`src/rprq_pkg.sv`:
```
// Shared constants, types and helpers of the retransmit queue.
package rprq_pkg;

  localparam int RING_SLOTS       = 16;
  localparam int SLOT_W           = $clog2(RING_SLOTS);
  localparam int MAX_PACKET_BYTES = 4096;
  localparam int HDR_BYTES        = 16;

  localparam int TPS_W     = 10;
  localparam int LIMIT_W   = 8;
  localparam int COOKIE_W  = 64;
  localparam int SEQ_W     = 32;
  localparam int TS_W      = 32;
  localparam int FRAME_W   = 32;
  localparam int BACKOFF_W = 18;
  localparam int PEND_W    = 12;
  localparam int LEN_W     = 13;
  localparam int CFG_IDX_W = 2;

  localparam logic [TPS_W-1:0]   TPS_RESET   = TPS_W'(10);
  localparam logic [LIMIT_W-1:0] LIMIT_RESET = LIMIT_W'(120);
  localparam logic [PEND_W-1:0]  LEN_CAP     = PEND_W'(MAX_PACKET_BYTES - HDR_BYTES);

  // Register indexes of the configuration port.
  localparam logic [CFG_IDX_W-1:0] CFG_TICKS_PER_SECOND = CFG_IDX_W'(0);
  localparam logic [CFG_IDX_W-1:0] CFG_BACKOFF_LIMIT    = CFG_IDX_W'(1);
  localparam logic [CFG_IDX_W-1:0] CFG_SESSION_COOKIE   = CFG_IDX_W'(2);

  // Input beat kinds.
  localparam logic CMD_TICK = 1'b0;
  localparam logic CMD_ACK  = 1'b1;

  typedef struct packed {
    logic [SEQ_W-1:0]    seq;
    logic [TS_W-1:0]     ts;
    logic [COOKIE_W-1:0] cookie;
    logic [LEN_W-1:0]    len;
  } slot_t;

  // Commands from the controller to the datapath.
  typedef struct packed {
    logic capture;
    logic exec;
    logic rd;
    logic fin;
  } cmd_t;

  // Status from the datapath to the controller.
  typedef struct packed {
    logic out_busy;
  } status_t;

  function automatic logic [SLOT_W-1:0] ring_next(input logic [SLOT_W-1:0] i);
    ring_next = (i == SLOT_W'(RING_SLOTS - 1)) ? '0 : i + SLOT_W'(1);
  endfunction

endpackage

```
`src/reliable_packet_retransmit_queue.sv`:
```
// Top level of the retransmit queue: controller plus datapath.
//
//   channel | direction | handshake          | beat
//   in_     | input     | in_valid/in_stall  | one tick or one acknowledgement
//   out_    | output    | out_valid/out_stall| one result per input beat
//   cfg_    | input     | cfg_we             | one register write
//
// An input beat goes through capture, ring update and slot write, the registered
// read of the oldest slot, then the send or ack decision.
// The synchronous ring memory read sets the read cycle.
// Reset is synchronous and active low and clears pointers and counters; the ring
// contents are not cleared.
// The result sits in an output register; a stalled result holds the next beat
// in its final cycle only.
module reliable_packet_retransmit_queue (
  input  logic                                 clk,
  input  logic                                 rst_n,
  input  logic                                 cfg_we,
  input  logic [rprq_pkg::CFG_IDX_W-1:0]       cfg_index,
  input  logic [rprq_pkg::COOKIE_W-1:0]        cfg_wdata,
  input  logic                                 in_valid,
  output logic                                 in_stall,
  input  logic                                 in_cmd,
  input  logic [rprq_pkg::PEND_W-1:0]          in_pending_length,
  input  logic [rprq_pkg::TS_W-1:0]            in_timestamp_now,
  input  logic                                 in_address_known,
  input  logic                                 in_ack_from_server,
  input  logic [rprq_pkg::SEQ_W-1:0]           in_ack_sequence,
  input  logic [rprq_pkg::TS_W-1:0]            in_ack_timestamp,
  input  logic [rprq_pkg::COOKIE_W-1:0]        in_ack_cookie,
  output logic                                 out_valid,
  input  logic                                 out_stall,
  output logic                                 out_stored,
  output logic [rprq_pkg::SLOT_W-1:0]          out_store_slot,
  output logic                                 out_dropped_oldest,
  output logic                                 out_send,
  output logic [rprq_pkg::SLOT_W-1:0]          out_send_slot,
  output logic [rprq_pkg::SEQ_W-1:0]           out_send_sequence,
  output logic [rprq_pkg::TS_W-1:0]            out_send_timestamp,
  output logic [rprq_pkg::LEN_W-1:0]           out_send_length,
  output logic                                 out_ack_accepted
);
  import rprq_pkg::*;

  cmd_t    cmd;
  status_t status;

  rprq_ctrl u_ctrl (
    .clk      (clk),
    .rst_n    (rst_n),
    .in_valid (in_valid),
    .in_stall (in_stall),
    .status   (status),
    .cmd      (cmd)
  );

  rprq_dp u_dp (
    .clk                (clk),
    .rst_n              (rst_n),
    .cmd                (cmd),
    .status             (status),
    .cfg_we             (cfg_we),
    .cfg_index          (cfg_index),
    .cfg_wdata          (cfg_wdata),
    .in_cmd             (in_cmd),
    .in_pending_length  (in_pending_length),
    .in_timestamp_now   (in_timestamp_now),
    .in_address_known   (in_address_known),
    .in_ack_from_server (in_ack_from_server),
    .in_ack_sequence    (in_ack_sequence),
    .in_ack_timestamp   (in_ack_timestamp),
    .in_ack_cookie      (in_ack_cookie),
    .out_valid          (out_valid),
    .out_stall          (out_stall),
    .out_stored         (out_stored),
    .out_store_slot     (out_store_slot),
    .out_dropped_oldest (out_dropped_oldest),
    .out_send           (out_send),
    .out_send_slot      (out_send_slot),
    .out_send_sequence  (out_send_sequence),
    .out_send_timestamp (out_send_timestamp),
    .out_send_length    (out_send_length),
    .out_ack_accepted   (out_ack_accepted)
  );

endmodule

```
`src/rprq_ctrl.sv`:
```
// Sequencing state machine of the retransmit queue.
module rprq_ctrl (
  input  logic             clk,
  input  logic             rst_n,
  input  logic             in_valid,
  output logic             in_stall,
  input  rprq_pkg::status_t status,
  output rprq_pkg::cmd_t   cmd
);
  import rprq_pkg::*;

  typedef enum logic [1:0] {
    ST_IDLE,
    ST_EXEC,
    ST_READ,
    ST_FIN
  } state_t;

  state_t state_r;
  state_t state_nxt;

  always_comb begin
    state_nxt = state_r;
    case (state_r)
      ST_IDLE: if (in_valid) state_nxt = ST_EXEC;
      ST_EXEC: state_nxt = ST_READ;
      ST_READ: state_nxt = ST_FIN;
      ST_FIN:  if (!status.out_busy) state_nxt = ST_IDLE;
      default: state_nxt = ST_IDLE;
    endcase
  end

  always_ff @(posedge clk) begin
    if (!rst_n) begin
      state_r <= ST_IDLE;
    end else begin
      state_r <= state_nxt;
    end
  end

  assign in_stall    = (state_r != ST_IDLE);
  assign cmd.capture = (state_r == ST_IDLE) && in_valid;
  assign cmd.exec    = (state_r == ST_EXEC);
  assign cmd.rd      = (state_r == ST_READ);
  // The result register may be refilled in the cycle its beat is taken.
  assign cmd.fin     = (state_r == ST_FIN) && !status.out_busy;

endmodule

```
`src/rprq_dp.sv`:
```
// Ring storage, counters, backoff arithmetic and result register.
module rprq_dp (
  input  logic                                 clk,
  input  logic                                 rst_n,
  input  rprq_pkg::cmd_t                       cmd,
  output rprq_pkg::status_t                    status,
  input  logic                                 cfg_we,
  input  logic [rprq_pkg::CFG_IDX_W-1:0]       cfg_index,
  input  logic [rprq_pkg::COOKIE_W-1:0]        cfg_wdata,
  input  logic                                 in_cmd,
  input  logic [rprq_pkg::PEND_W-1:0]          in_pending_length,
  input  logic [rprq_pkg::TS_W-1:0]            in_timestamp_now,
  input  logic                                 in_address_known,
  input  logic                                 in_ack_from_server,
  input  logic [rprq_pkg::SEQ_W-1:0]           in_ack_sequence,
  input  logic [rprq_pkg::TS_W-1:0]            in_ack_timestamp,
  input  logic [rprq_pkg::COOKIE_W-1:0]        in_ack_cookie,
  output logic                                 out_valid,
  input  logic                                 out_stall,
  output logic                                 out_stored,
  output logic [rprq_pkg::SLOT_W-1:0]          out_store_slot,
  output logic                                 out_dropped_oldest,
  output logic                                 out_send,
  output logic [rprq_pkg::SLOT_W-1:0]          out_send_slot,
  output logic [rprq_pkg::SEQ_W-1:0]           out_send_sequence,
  output logic [rprq_pkg::TS_W-1:0]            out_send_timestamp,
  output logic [rprq_pkg::LEN_W-1:0]           out_send_length,
  output logic                                 out_ack_accepted
);
  import rprq_pkg::*;

  // Configuration registers.
  logic [TPS_W-1:0]     tps_r;
  logic [LIMIT_W-1:0]   limit_sec_r;
  logic [COOKIE_W-1:0]  cookie_r;
  logic [BACKOFF_W-1:0] limit_ticks_r;

  // Captured input beat.
  logic                 cmd_r;
  logic [PEND_W-1:0]    pend_r;
  logic [TS_W-1:0]      now_r;
  logic                 addr_ok_r;
  logic                 from_srv_r;
  logic [SEQ_W-1:0]     a_seq_r;
  logic [TS_W-1:0]      a_ts_r;
  logic [COOKIE_W-1:0]  a_cookie_r;

  // Queue state.
  logic [FRAME_W-1:0]   frame_r, frame_nxt;
  logic [FRAME_W-1:0]   last_gen_r, last_gen_nxt;
  logic [SEQ_W-1:0]     seq_r, seq_nxt;
  logic [FRAME_W-1:0]   last_tx_r, last_tx_nxt;
  logic [BACKOFF_W-1:0] backoff_r, backoff_nxt;
  logic [SLOT_W-1:0]    head_r, head_nxt;
  logic [SLOT_W-1:0]    tail_r, tail_nxt;

  // Outcome of the generate step, held until the result is built.
  logic                 gen_stored_r, gen_stored_nxt;
  logic [SLOT_W-1:0]    gen_slot_r, gen_slot_nxt;
  logic                 gen_drop_r, gen_drop_nxt;

  logic                 out_valid_r, out_valid_nxt;
  logic                 o_stored_r, o_stored_nxt;
  logic [SLOT_W-1:0]    o_store_slot_r, o_store_slot_nxt;
  logic                 o_drop_r, o_drop_nxt;
  logic                 o_send_r, o_send_nxt;
  logic [SLOT_W-1:0]    o_send_slot_r, o_send_slot_nxt;
  logic [SEQ_W-1:0]     o_seq_r, o_seq_nxt;
  logic [TS_W-1:0]      o_ts_r, o_ts_nxt;
  logic [LEN_W-1:0]     o_len_r, o_len_nxt;
  logic                 o_ack_r, o_ack_nxt;

  slot_t                mem [RING_SLOTS];
  slot_t                rdata_r;
  slot_t                wr_slot;

  logic                 gen_ok;
  logic                 tx_ok;
  logic                 ack_ok;
  logic                 ring_empty;
  logic [PEND_W-1:0]    len_sat;
  logic [SLOT_W-1:0]    head_adv;
  logic [BACKOFF_W:0]   grown;
  logic [BACKOFF_W-1:0] backoff_grown;

  always_ff @(posedge clk) begin
    if (!rst_n) begin
      tps_r       <= TPS_RESET;
      limit_sec_r <= LIMIT_RESET;
      cookie_r    <= '0;
    end else if (cfg_we) begin
      case (cfg_index)
        CFG_TICKS_PER_SECOND: tps_r       <= cfg_wdata[TPS_W-1:0];
        CFG_BACKOFF_LIMIT:    limit_sec_r <= cfg_wdata[LIMIT_W-1:0];
        CFG_SESSION_COOKIE:   cookie_r    <= cfg_wdata;
        default: ;
      endcase
    end
  end

  // The backoff ceiling in ticks is a registered product of the two settings.
  always_ff @(posedge clk) begin
    limit_ticks_r <= BACKOFF_W'(limit_sec_r) * BACKOFF_W'(tps_r);
  end

  always_ff @(posedge clk) begin
    if (cmd.capture) begin
      cmd_r      <= in_cmd;
      pend_r     <= in_pending_length;
      now_r      <= in_timestamp_now;
      addr_ok_r  <= in_address_known;
      from_srv_r <= in_ack_from_server;
      a_seq_r    <= in_ack_sequence;
      a_ts_r     <= in_ack_timestamp;
      a_cookie_r <= in_ack_cookie;
    end
  end

  assign len_sat    = (pend_r > LEN_CAP) ? LEN_CAP : pend_r;
  assign head_adv   = ring_next(head_r);
  assign ring_empty = (tail_r == head_r);

  assign gen_ok = (cmd_r == CMD_TICK) && (pend_r != '0) &&
                  ((frame_r - last_gen_r) >= FRAME_W'(tps_r));

  assign wr_slot.seq    = seq_r + SEQ_W'(1);
  assign wr_slot.ts     = now_r;
  assign wr_slot.cookie = cookie_r;
  assign wr_slot.len    = LEN_W'(len_sat) + LEN_W'(HDR_BYTES);

  assign tx_ok  = addr_ok_r && !ring_empty &&
                  ((frame_r - last_tx_r) >= FRAME_W'(backoff_r));
  assign ack_ok = from_srv_r && !ring_empty && (rdata_r.seq == a_seq_r) &&
                  (rdata_r.ts == a_ts_r) && (rdata_r.cookie == a_cookie_r);

  assign grown         = (BACKOFF_W+1)'(backoff_r) + (BACKOFF_W+1)'(tps_r);
  assign backoff_grown = (grown < (BACKOFF_W+1)'(limit_ticks_r)) ?
                         grown[BACKOFF_W-1:0] : limit_ticks_r;

  always_ff @(posedge clk) begin
    if (cmd.exec && gen_ok) begin
      mem[head_r] <= wr_slot;
    end
    if (cmd.rd) begin
      rdata_r <= mem[tail_r];
    end
  end

  always_comb begin
    frame_nxt        = frame_r;
    last_gen_nxt     = last_gen_r;
    seq_nxt          = seq_r;
    last_tx_nxt      = last_tx_r;
    backoff_nxt      = backoff_r;
    head_nxt         = head_r;
    tail_nxt         = tail_r;
    gen_stored_nxt   = gen_stored_r;
    gen_slot_nxt     = gen_slot_r;
    gen_drop_nxt     = gen_drop_r;
    out_valid_nxt    = out_valid_r && out_stall;
    o_stored_nxt     = o_stored_r;
    o_store_slot_nxt = o_store_slot_r;
    o_drop_nxt       = o_drop_r;
    o_send_nxt       = o_send_r;
    o_send_slot_nxt  = o_send_slot_r;
    o_seq_nxt        = o_seq_r;
    o_ts_nxt         = o_ts_r;
    o_len_nxt        = o_len_r;
    o_ack_nxt        = o_ack_r;

    if (cmd.exec) begin
      gen_stored_nxt = 1'b0;
      gen_slot_nxt   = '0;
      gen_drop_nxt   = 1'b0;
      if (gen_ok) begin
        last_gen_nxt   = frame_r;
        seq_nxt        = seq_r + SEQ_W'(1);
        head_nxt       = head_adv;
        gen_stored_nxt = 1'b1;
        gen_slot_nxt   = head_r;
        // Catching up with the tail means the ring is full: drop the oldest.
        if (head_adv == tail_r) begin
          tail_nxt     = ring_next(tail_r);
          gen_drop_nxt = 1'b1;
        end
      end
    end

    if (cmd.fin) begin
      out_valid_nxt    = 1'b1;
      o_stored_nxt     = 1'b0;
      o_store_slot_nxt = '0;
      o_drop_nxt       = 1'b0;
      o_send_nxt       = 1'b0;
      o_send_slot_nxt  = '0;
      o_seq_nxt        = '0;
      o_ts_nxt         = '0;
      o_len_nxt        = '0;
      o_ack_nxt        = 1'b0;
      if (cmd_r == CMD_ACK) begin
        if (ack_ok) begin
          tail_nxt    = ring_next(tail_r);
          backoff_nxt = BACKOFF_W'(tps_r);
          o_ack_nxt   = 1'b1;
        end
      end else begin
        o_stored_nxt     = gen_stored_r;
        o_store_slot_nxt = gen_slot_r;
        o_drop_nxt       = gen_drop_r;
        if (tx_ok) begin
          last_tx_nxt     = frame_r;
          backoff_nxt     = backoff_grown;
          o_send_nxt      = 1'b1;
          o_send_slot_nxt = tail_r;
          o_seq_nxt       = rdata_r.seq;
          o_ts_nxt        = rdata_r.ts;
          o_len_nxt       = rdata_r.len;
        end
        frame_nxt = frame_r + FRAME_W'(1);
      end
    end
  end

  always_ff @(posedge clk) begin
    if (!rst_n) begin
      frame_r      <= '0;
      last_gen_r   <= '0;
      seq_r        <= '0;
      last_tx_r    <= '0;
      backoff_r    <= BACKOFF_W'(TPS_RESET);
      head_r       <= '0;
      tail_r       <= '0;
      gen_stored_r <= 1'b0;
      gen_slot_r   <= '0;
      gen_drop_r   <= 1'b0;
      out_valid_r  <= 1'b0;
    end else begin
      frame_r      <= frame_nxt;
      last_gen_r   <= last_gen_nxt;
      seq_r        <= seq_nxt;
      last_tx_r    <= last_tx_nxt;
      backoff_r    <= backoff_nxt;
      head_r       <= head_nxt;
      tail_r       <= tail_nxt;
      gen_stored_r <= gen_stored_nxt;
      gen_slot_r   <= gen_slot_nxt;
      gen_drop_r   <= gen_drop_nxt;
      out_valid_r  <= out_valid_nxt;
    end
  end

  always_ff @(posedge clk) begin
    o_stored_r     <= o_stored_nxt;
    o_store_slot_r <= o_store_slot_nxt;
    o_drop_r       <= o_drop_nxt;
    o_send_r       <= o_send_nxt;
    o_send_slot_r  <= o_send_slot_nxt;
    o_seq_r        <= o_seq_nxt;
    o_ts_r         <= o_ts_nxt;
    o_len_r        <= o_len_nxt;
    o_ack_r        <= o_ack_nxt;
  end

  assign status.out_busy    = out_valid_r && out_stall;
  assign out_valid          = out_valid_r;
  assign out_stored         = o_stored_r;
  assign out_store_slot     = o_store_slot_r;
  assign out_dropped_oldest = o_drop_r;
  assign out_send           = o_send_r;
  assign out_send_slot      = o_send_slot_r;
  assign out_send_sequence  = o_seq_r;
  assign out_send_timestamp = o_ts_r;
  assign out_send_length    = o_len_r;
  assign out_ack_accepted   = o_ack_r;

endmodule
```
`config.mk`:
```
export PLATFORM = sky130hd
export DESIGN_NAME = reliable_packet_retransmit_queue
export DESIGN_NICKNAME = d
export VERILOG_FILES = /design/src/rprq_pkg.sv /design/src/reliable_packet_retransmit_queue.sv /design/src/rprq_ctrl.sv /design/src/rprq_dp.sv
export SDC_FILE = /design/constraint.sdc
export NUM_CORES = 2
export LEC_CHECK = 0
export BUFFER_PORTS_ARGS = -buffer_cell sky130_fd_sc_hd__clkbuf_2
export CAP_MARGIN = 20
export CORE_UTILIZATION = 62
export DETAILED_ROUTE_END_ITERATION = 16
export HOLD_SLACK_MARGIN = 0.15
export PLACE_DENSITY = 0.76
export SYNTH_ARGS = -nofsm -noshare
export SYNTH_HDL_FRONTEND = slang
export SYNTH_SLANG_ARGS = --single-unit
```
`constraint.sdc`:
```
create_clock -name clk -period 16.3 [get_ports clk]
set_clock_uncertainty 0.1 [all_clocks]
set_input_delay 0.815 -clock clk [delete_from_list [all_inputs] [get_ports clk]]
set_output_delay 0.815 -clock clk [all_outputs]
set_load 0.02 [all_outputs]
```
==> results by group <==
Status
  – Outcome: complete, no violations

STA
  – Slew headroom: 20.2%
  – RSZ-0062 raised after global routing: false
  – Tcrit/Tclk final: 42.3%
  – Fmax: 145 MHz
  – Final Critical Period: 6900 ps
  – Final hold violations: 0
  – Final TNS setup: 0 ps
  – Hold slack: 218 ps
  – Setup Viol. Count Final: 0
  – Setup WS post-layout: 9400 ps
  – Final slew viol count: 0
  – Worst slew pin tran: 1200 ps

Power
  – Sw power: 3840 uW
  – Sw Share: 23.2%
  – P_int: 12700 uW
  – Seq pwr share: 53.3%
  – PwrDens: 122 nW/um^2
  – VDD IR max: 0.129 mV
  – Leakage: 0.0453 uW
  – Gate power share: 5.9%
  – Power share of the clock group: 40.9%

GRT
  – Number of global-route vias before repair: 67500
  – Initial antenna violation count: 11
  – Largest net degree at the start of global routing: 152
  – Overflow after GRT: 0
  – First-pass GRT wire length: 474000 um
  – Tot GR Track Use: 34.8%

CTS
  – Worst-Skew Late Latency: 960 ps
  – Post-CTS Hold Buffers: 234
  – Clock sinks: 2924
  – Worst-path clk slew: 60 ps
  – Root Driver: clkbuf_16
  – Clk buf depth: 4
  – CTS tree: built
  – # resized after CTS: 0
  – Number of CTS-inserted buffers: 301
  – H-tree Lvls: 5
  – Setup bufs post-CTS: 0

Cells and area
  – Final #Nets: 7678
  – Finished Layout Cells: 9939
  – Share of layout cells above drive strength 1: 22.4%
  – Area Overhead vs Synth: 13.9%
  – FILL cells: 11300

Setup path
  – CP arrival: 7330 ps
  – Critical R2R Launch: u_dp.frame_r[0]
  – Req. time, crit path: 16730 ps
  – CP cell instances: inv_1 > ha_1 > fa_1 > nor2b_1 > o211a_1 > o21ai_0 > nand2b_1 > nand3_1 > nand2_1 > xor2_1 > ha_1 > o21ai_0 > nor3_1 > nor4_1 > o2111ai_1 > nor4_1 > and3_1 > nor2_1 > buf_4 > and3_4 > buf_4 > buf_4
  – Register-to-register setup slack: 9400 ps
  – R2r endpoint: u_dp.mem[4][126]
  – Setup CP Type: reg2reg
  – WP buf/inv: 4
  – Delay-heaviest family, CP: buffers and inverters
  – Max incr delay on CP: 1010 ps
  – CP endpoint kind: flop
  – R2R depth: 22
  – CP max stage cell: buf_4
  – CP dominant cell by count: buf_4
  – Crit start category: flop
  – Max FO, Critical Path: 56

Synthesis
  – Adder-cell share of the synthesized area: 2.64%
  – Largest family of logic cells by synthesized area: multiplexers
  – Mapped Area: 119000 um^2
  – Post-synth top flop: edfxtp_1
  – Synth area leaders: edfxtp_1 (67%), mux4_2 (13%), dfxtp_1 (4.4%), ha_1 (1.8%), nand2_1 (1.2%)
  – Syn nets: 6994
  – Area fraction of the dominant cell type after synthesis: 67.1%
  – Yosys cell types: 99
  – Simple-Gate Fraction of Synth Area: 5.30%
  – EDFF count, synth: 2661
  – Seq/Total Area, Yosys: 71.5%
  – Cells after synthesis: 6527
  – Synth Area in Compound Gates: 3.36%
  – Xor/xnor share of the synthesized area: 1.40%
  – Yosys reg bits: 2924
  – Syn avg cell area: 18.2 um^2
  – Synth warn: 0
  – Share of synthesized flip-flops with an asynchronous set or reset: 0%
  – Portion of netlist area occupied by mux cells: 13.9%
  – Cell taking the most area after synthesis: edfxtp_1

Min path
  – Hold-critical path endpoint: u_dp.tps_r[1]
  – Hold path cells: 3
  – Hold Crit Class: in2reg
  – Worst Hold Launch: cfg_wdata[1]

Die
  – Ports: 337
  – DIE WIDTH: 440 um
  – DIE HEIGHT: 440 um
  – Initial core utilization: 62.6%
  – Die area: 194000 um^2
  – Core area: 190000 um^2
  – Rows: 160

Drt
  – Drt total wl: 334000 um
  – Initial drt markers: 8580
  – Via count: 67100
  – Antenna-violating nets left: 0
  – Avg WL per Cell: 33.6 um
  – Drt pass-1 iters: 6
  – DRC: 0
  – Drt via density: 6.75

Placed design
  – Post-place setup slack: 9500 ps
  – Gpl congestion: 0.957
  – Dpl hpwl: 181000 um
  – Cells after DPL: 9162
  – # port buffers: 336

Run
  – Max-cap violations: 0
worst min-delay path, cell delays in order:
cell and delay, ps:
clkbuf_2 220, nand2_1 80, o211ai_1 80
how the worst max path moves through the flow:
| stage | slack (ps) | startpoint | end | cells past startpoint |
|---|---|---|---|---|
| after floorplan | 2830 | u_dp.frame_r[0] | u_dp.mem[3][0] | 20 |
| after global placement | 9520 | u_dp.frame_r[0] | u_dp.mem[4][65] | 22 |
| after detailed placement | 9500 | u_dp.frame_r[0] | u_dp.mem[4][110] | 22 |
| after CTS | 9450 | u_dp.frame_r[0] | u_dp.mem[4][126] | 22 |
| after global routing | 9150 | u_dp.frame_r[0] | u_dp.mem[4][126] | 22 |
| final | 9400 | u_dp.frame_r[0] | u_dp.mem[4][126] | 22 |
state kept, by name (all words and copies together) (netlist names), 8 cells and up:
name,flops
u_dp.a_cookie_r,64
u_dp.a_seq_r,32
u_dp.a_ts_r,32
u_dp.backoff_r,18
u_dp.cookie_r,64
u_dp.frame_r,32
u_dp.last_gen_r,32
u_dp.last_tx_r,32
u_dp.limit_sec_r,8
u_dp.limit_ticks_r,18
u_dp.mem,2256
u_dp.now_r,32
u_dp.out_send_length,13
u_dp.out_send_sequence,32
u_dp.out_send_timestamp,32
u_dp.pend_r,12
u_dp.rdata_r,141
u_dp.seq_r,32
u_dp.tps_r,10
cells by family (layout without fill, tap and decap cells):
| kind of cell | Yosys count | in the layout |
|---|---|---|
| other | 0 | 4 |
| muxes | 775 | 775 |
| xor gates and xnor gates | 190 | 190 |
| buffers and inverters | 552 | 1449 |
| DFF | 2924 | 2924 |
| AOI/OAI and AO/OA | 644 | 644 |
| adders and majority gates | 221 | 221 |
| and+or+nand+nor | 1221 | 1221 |
cell usage in the layout (no fill, tap or decap), types with 13 or more instances in the layout:
master,instances
mux4_2,705
clkbuf_8,28
o21ai_1,30
mux2i_1,60
nor4_1,49
and3_1,43
xnor2_1,88
o211ai_1,34
inv_1,243
nor3_1,41
o21a_1,14
bufinv_16,20
clkinv_1,24
nand3_1,158
edfxtp_1,2661
dfxtp_1,259
fa_1,51
a2111oi_0,14
o2111ai_1,13
a21oi_1,262
and2_1,127
xor2_1,99
dlygate4sd3_1,234
and3_4,14
clkbuf_1,68
buf_4,104
nor2b_1,56
clkbuf_2,335
o21ai_0,118
nand2b_1,93
clkbuf_16,308
clkinv_2,45
ha_1,169
nor2_1,127
a21o_1,32
nand4_1,56
nand2_1,368
or3_1,13
layout make-up:
type | instances | area, um^2 | area share, %
Clock inverter | 113 | 1130 | 0.831
Timing Repair Buffer | 688 | 5090 | 3.75
Inverter | 245 | 927 | 0.683
Clock buffer | 403 | 8330 | 6.14
Tap cell | 2511 | 3140 | 2.32
Multi-Input combinational cell | 3051 | 31900 | 23.5
Antenna cell | 4 | 10.0 | 0.00738
Sequential cell | 2924 | 85200 | 62.8
metal layers:
layer / global-route usage [%] / vias to the layer above / share of wire [%]
met5: 0 / - / 0.011
met3: 5.85 / 948 / 8.9
li1: - / 27300 / -
met1: 43.9 / 34500 / 35
met4: 21.5 / 4 / 7.1
met2: 56.8 / 4369 / 49
power by group through the flow:
stage	Clock (uW)	Combinational (uW)	Sequential, uW
final	6750	967	8810
after global routing	7060	1000	8810
after CTS	6750	931	8790
after detailed placement	0	877	8940
after global placement	0	865	8940
after floorplan	0	452	8840
cell usage after synthesis, drive strengths merged (10+ instances only):
| cell type | count |
|---|---|
| clkbuf | 228 |
| dfxtp | 263 |
| o31ai | 13 |
| or3 | 13 |
| a31oi | 10 |
| edfxtp | 2661 |
| mux2i | 60 |
| nor3 | 45 |
| xnor2 | 90 |
| o21a | 14 |
| mux4 | 705 |
| ha | 170 |
| nor2b | 58 |
| or4 | 11 |
| o211ai | 35 |
| o2111ai | 13 |
| and3 | 57 |
| nor4 | 56 |
| a21oi | 264 |
| nor2 | 128 |
| buf | 79 |
| nand3 | 159 |
| o22ai | 12 |
| o21ai | 149 |
| nand2 | 369 |
| fa | 51 |
| o21bai | 10 |
| inv | 245 |
| and2 | 129 |
| nand4 | 57 |
| a21o | 32 |
| a211oi | 11 |
| nand2b | 93 |
| a2111oi | 15 |
| mux2 | 10 |
| xor2 | 100 |
stage by stage:
stage	cell area [um^2]	utilization [%]	power, uW
after global routing	136000	71.3	16900
after CTS	135000	71.2	16500
final	136000	71.3	16500
after global placement	124000	64.9	9800
after detailed placement	124000	65.0	9820
after floorplan	119000	-	9290
Note: power is estimated with default switching activity, not from simulation.
